**config.mk**
```make
export PLATFORM = sky130hd
export DESIGN_NAME = qpdf_fade
export DESIGN_NICKNAME = d
export VERILOG_FILES = /design/src/rtl/qpdf_pkg.sv /design/src/rtl/qpdf_fade.sv
export SDC_FILE = /design/constraint.sdc
export NUM_CORES = 1
export LEC_CHECK = 0
export ABC_CLOCK_PERIOD_IN_PS = 13500
export BUFFER_PORTS_ARGS = -buffer_cell sky130_fd_sc_hd__buf_4
export CELL_PAD_IN_SITES_DETAIL_PLACEMENT = 1
export CELL_PAD_IN_SITES_GLOBAL_PLACEMENT = 1
export CORE_UTILIZATION = 47
export DETAILED_ROUTE_END_ITERATION = 10
export PLACE_DENSITY = 0.95
export SLEW_MARGIN = 20
export SYNTH_ARGS = -nofsm -noshare
export SYNTH_HDL_FRONTEND = slang
export SYNTH_SLANG_ARGS = --single-unit
```
**constraint.sdc**
```tcl
create_clock -name vclk -period 13.5
set_clock_uncertainty 0.15 [all_clocks]
set_input_delay 2.025 -clock vclk [all_inputs]
set_output_delay 2.025 -clock vclk [all_outputs]
set_load 0.02 [all_outputs]
```
**src/rtl/qpdf_pkg.sv**
```systemverilog
`default_nettype none

package qpdf_pkg;

  localparam int NUM_CH      = 5;
  localparam int PCT_W       = 7;
  localparam int DUTY_W      = 16;
  localparam int PERIOD_W    = 16;
  localparam int COUNT_W     = 7;
  localparam int PCT_SET_W   = NUM_CH * PCT_W;
  localparam int IN_DATA_W   = ((PCT_SET_W + 7) / 8) * 8;
  localparam int OUT_FIELD_W = NUM_CH * DUTY_W + 3 + COUNT_W;
  localparam int OUT_DATA_W  = ((OUT_FIELD_W + 7) / 8) * 8;

  // pct * period stays below 100 * 2^16 < 2^23
  localparam int PROD_W      = 23;
  // floor(x / 100) = (x * ceil(2^30 / 100)) >> 30, exact for x < 2^23
  localparam int RECIP_W     = 24;
  localparam int RECIP_SHIFT = 30;
  localparam int SCALED_W    = PROD_W + RECIP_W;
  localparam logic [RECIP_W-1:0] RECIP_100 = 24'd10737419;

  localparam logic [PCT_W-1:0]    PCT_MAX      = 7'd100;
  localparam logic [DUTY_W-1:0]   SNAP_DIST    = 16'd20;
  localparam logic [PERIOD_W-1:0] PERIOD_RESET = 16'd1000;

  typedef logic [PCT_W-1:0]  pct_t;
  typedef logic [DUTY_W-1:0] duty_t;
  typedef pct_t  [NUM_CH-1:0] pct_set_t;
  typedef duty_t [NUM_CH-1:0] duty_set_t;

  typedef enum logic {
    OP_TICK = 1'b0,
    OP_SET  = 1'b1
  } op_t;

  typedef struct packed {
    logic push;
    logic pop;
  } q_ctrl_t;

endpackage

`default_nettype wire

```
**src/rtl/qpdf_fade.sv**
```systemverilog
`default_nettype none

module qpdf_fade
  import qpdf_pkg::*;
(
  input  wire duty_set_t applied,
  input  wire duty_set_t target,
  output duty_set_t      duty_next,
  output logic           done,
  output logic           zero
);

  always_comb begin
    logic [DUTY_W+2:0] sum;
    logic [DUTY_W-1:0] d;
    logic [DUTY_W-1:0] diff;
    done = 1'b1;
    zero = 1'b1;
    for (int c = 0; c < NUM_CH; c++) begin
      // 7 * duty + target, then >> 3
      sum  = {applied[c], 3'b000} - (DUTY_W+3)'(applied[c]) + (DUTY_W+3)'(target[c]);
      d    = sum[DUTY_W+2:3];
      diff = (d < target[c]) ? (target[c] - d) : (d - target[c]);
      duty_next[c] = (diff < SNAP_DIST) ? target[c] : d;
      if (duty_next[c] != target[c]) done = 1'b0;
      if (duty_next[c] != '0) zero = 1'b0;
    end
  end

endmodule

`default_nettype wire

```
After elaboration in Yosys (flattened, before gate mapping)
Index checks and enable logic that the tools add are counted.
Word-level totals
  flip-flop bits (word level): 0
  output and inout port bits: 82
  word-level logic and storage cells: 60
Cells by class
  order comparisons: 10
  eq/ne operators: 5
  reductions and logical operators: 5
  multiplexer cells: 20
  $add $sub $neg: 20
Operators by type and width (count)
  two-way mux 16 bit: 10
  subtractor 16 bit: 10
  adder 19 x 16 -> 19 bit: 5
  subtractor 19 x 16 -> 19 bit: 5
  less-than comparator 16 bit: 5
  less-than comparator 16 x 5 -> 1 bit (second input constant): 5
  != test 16 bit: 5
  nonzero test 16 bit: 5
  two-way mux 1 bit: 10

Longest topological paths before layout
  depth after elaboration: 12
  gate-level depth with buffers: 30
  gate-level depth less buffers: 27

Worst setup path after synthesis
OpenSTA, ideal clock, no wires.
  kind: input -> output
  from: input port applied[67] (netlist name)
  to: output port zero
  path buffers: 3
  cell stages on the path: 26
  required time: 11.325 ns
  slack: 2.848 ns
  data arrival time: 8.477 ns
  cell sequence: inv_1 -> fa_1 -> ha_1 -> clkbuf_1 -> o21ai_0 -> nand2b_1 -> nand3_1 -> a31oi_1 -> a21oi_1 -> o31ai_1 -> xor2_1 -> ha_1 -> clkbuf_1 -> a21o_1 -> a31o_2 -> a221o_1 -> a21oi_4 -> mux2i_1 -> o311a_1 -> xnor2_1 -> nor4_1 -> nand3_1 -> buf_2 -> mux2i_1 -> a2111o_1 -> nor4_1
RTL lines
  start: declaration: RTL line qpdf_fade.sv:6  | input wire duty_set_t applied,
  end: declaration: RTL line qpdf_fade.sv:10  | output logic zero

Worst setup path after layout
  from: input port applied[51] (netlist name)
  to: output port zero
Between the ends
  word-level cells in the longest chain between the ends: 9
  elaborated cells on any way between the ends: 11
RTL lines
  subtractor 19 x 16 -> 19 bit *: RTL line qpdf_fade.sv:21  | sum = {applied[c], 3'b000} - (DUTY_W+3)'(applied[c]) + (DUTY_W+3)'(target[c]);
  adder 19 x 16 -> 19 bit *: RTL line qpdf_fade.sv:21
  subtractor 16 bit or less-than comparator 16 bit (tied branches): RTL line qpdf_fade.sv:23  | diff = (d < target[c]) ? (target[c] - d) : (d - target[c]);
  two-way mux 16 bit: RTL line qpdf_fade.sv:23
  less-than comparator 16 x 5 -> 1 bit: RTL line qpdf_fade.sv:24  | duty_next[c] = (diff < SNAP_DIST) ? target[c] : d;
  two-way mux 16 bit *: RTL line qpdf_fade.sv:24
  nonzero test 16 bit *: RTL line qpdf_fade.sv:26  | if (duty_next[c] != '0) zero = 1'b0;
  two-way mux 1 bit * (2 in series): RTL line qpdf_fade.sv:26
Mark *: on every way between the ends. The rest lies on a longest branch, timed or not.

==> impl_metrics.yaml <==
worst_setup_path:
  slowest_stage: "or4_2"
  worstPathArrival_ns: 10.04
  cp-end-kind: "primary output"
  start_kind: "primary input"
  crit_type: "in2out"
  required_ns: 11.32
  slowest_delay_ns: 0.98
  crit_family: "simple AND/OR/NAND/NOR gates"
  crit_top_cell: "buf_4"
  cp_num_buf_inv: 4
  worst-path-max-fanout: 35
sta:
  drv_slew: 0
  max_clock_freq_mhz: 81.9
  rsz0062_at_grt: "false"
  setup_tns_ns: 0
  fin_crit_sh: 0.905
  hold_viol: 0
  relSlewSlack: 0.398
  setup_viol: 0
  tightestPinTransition_ns: 0.881
  finalCriticalPeriod_ns: 12.21
drt:
  drtAntennaViolNets: 0
  avgRoutedWirePerCell_um: 20.8
  wirelength_mm: 62.7
  vias: 18800
  via_per_inst: 6.24
  firstDrtPassIters: 6
  drt-initial-drc-count: 1323
  drc_errors: 0
power_and_ir_drop:
  powerDensity_nw_per_um2: 172
  max-vdd-ir-drop_uv: 85.1
  p_total_w: 0.00314
  p_leak_nw: 9.14
floorplan:
  die_area_sq_um: 35300
  die_h_um: 188
  die_w_um: 188
  coreArea_sq_um: 33700
  initial_core_util: 0.481
  rows: 67
  io_pins: 242
global_routing:
  track_usage: 0.345
  antenna_found_initial: 5
  grt_pass1_vias: 19600
  overflow: 0
  grt_max_degree: 36
  grt_pass1_wl_mm: 102
job:
  drv_cap: 0
layout:
  fillCellCount: 4577
  area_growth_pct: 12.8
  n_clock_buffer: 0
  drive_above_1_share: 0.123
  nNetsFinal: 3007
  seq_cell_count: 0
  ff_latch_area_sq_um: 0
  design_area_sq_um: 18300
  multi_input_area_sq_um: 14400
synthesis:
  synth_cell_types: 89
  synth.top_cell.area_share: 0.171
  synth_area_leader_cell: "ha_1"
  synthTopCellsByArea: "ha_1, inv_1, fa_1, xnor2_1, a21oi_1"
  post-synth-top-count-cell: "inv_1"
  postSynthAreaPerCell_sq_um: 6.76
  yosys_warnings: 0
  syn_area_sq_um: 16200
  synth_common_cells: "inv_1, ha_1, nand2_1, a21oi_1, o21ai_0"
  syn_inst: 2400
  synthesis.nets: 2847
  yosysSeqAreaShare: 0
place:
  gp_congestion: 1.03
  portBuffers: 242
  dpl_cell_area_sq_um: 18300
  hpwl_mm: 54.0
clocking:
  post_cts_buffers: 0
  cts_hold_buf: 0
  ctsResizeCount: 0
hold_path:
  hold_path.class: "in2out"
status:
  status: "finished, final reports clean"
==> cell type report <==
class	instances	share of cell area
Multi-Input combinational cell	1925	0.788
Antenna cell	5	0.000684
Timing Repair Buffer	247	0.101
Tap cell	448	0.0306
Inverter	386	0.0792
==> metal layers <==
metal | vias up | track usage | wire length (um)
met5 | - | 0 | 0
met2 | 695 | 0.615 | 30300
met1 | 9126 | 0.433 | 26500
met3 | 159 | 0.0337 | 3620
met4 | 0 | 0.112 | 2220
li1 | 8799 | - | -
==> final timing paths <==
check,startpoint,cells past startpoint,to
hold / removal,target[63],3,duty_next[63]
setup / recovery,applied[51],26,zero
==> through the flow <==
step / hold slack [ns] / std cells / worst slack (ns) / utilization
global route: 4.34 / 3011 / 0.694 / 0.543
floorplan: 4.08 / 2400 / 2.85 / -
global placement: 4.31 / 3006 / 1.42 / 0.542
finish: 4.32 / 3011 / 1.29 / 0.543
CTS: 4.33 / 3006 / 1.12 / 0.542
detailed placement: 4.32 / 3006 / 1.15 / 0.542
==> placed cells by master (no fill, tap or decap), drive strengths merged, types with 46 or more instances in the layout <==
cell / count
a21oi: 200
nand4: 49
ha: 222
a21o: 48
nor3: 48
nor2: 110
fa: 65
o21ai: 195
xnor2: 141
xor2: 47
inv: 386
nand2: 199
buf: 247
nand3: 46
==> cell families (layout without fill, tap and decap cells) <==
logic type | Yosys count | after routing | synth area share
muxes | 51 | 51 | 0.0327
adders and majority gates | 287 | 287 | 0.252
xor gates and xnor gates | 188 | 188 | 0.102
AOI/OAI and AO/OA | 724 | 724 | 0.289
other | 0 | 5 | 0
and+or+nand+nor | 675 | 675 | 0.214
buffers and inverters | 475 | 633 | 0.111
==> power breakdown <==
group / switching (W) / total [W] / internal, W
registers: 0 / 0 / 0
logic: 0.00195 / 0.00314 / 0.00120
clock network: 0 / 0.0000000000496 / 0.0000000000496
total: 0.00195 / 0.00314 / 0.00120
No activity file was read; power rests on OpenSTA's default activity.
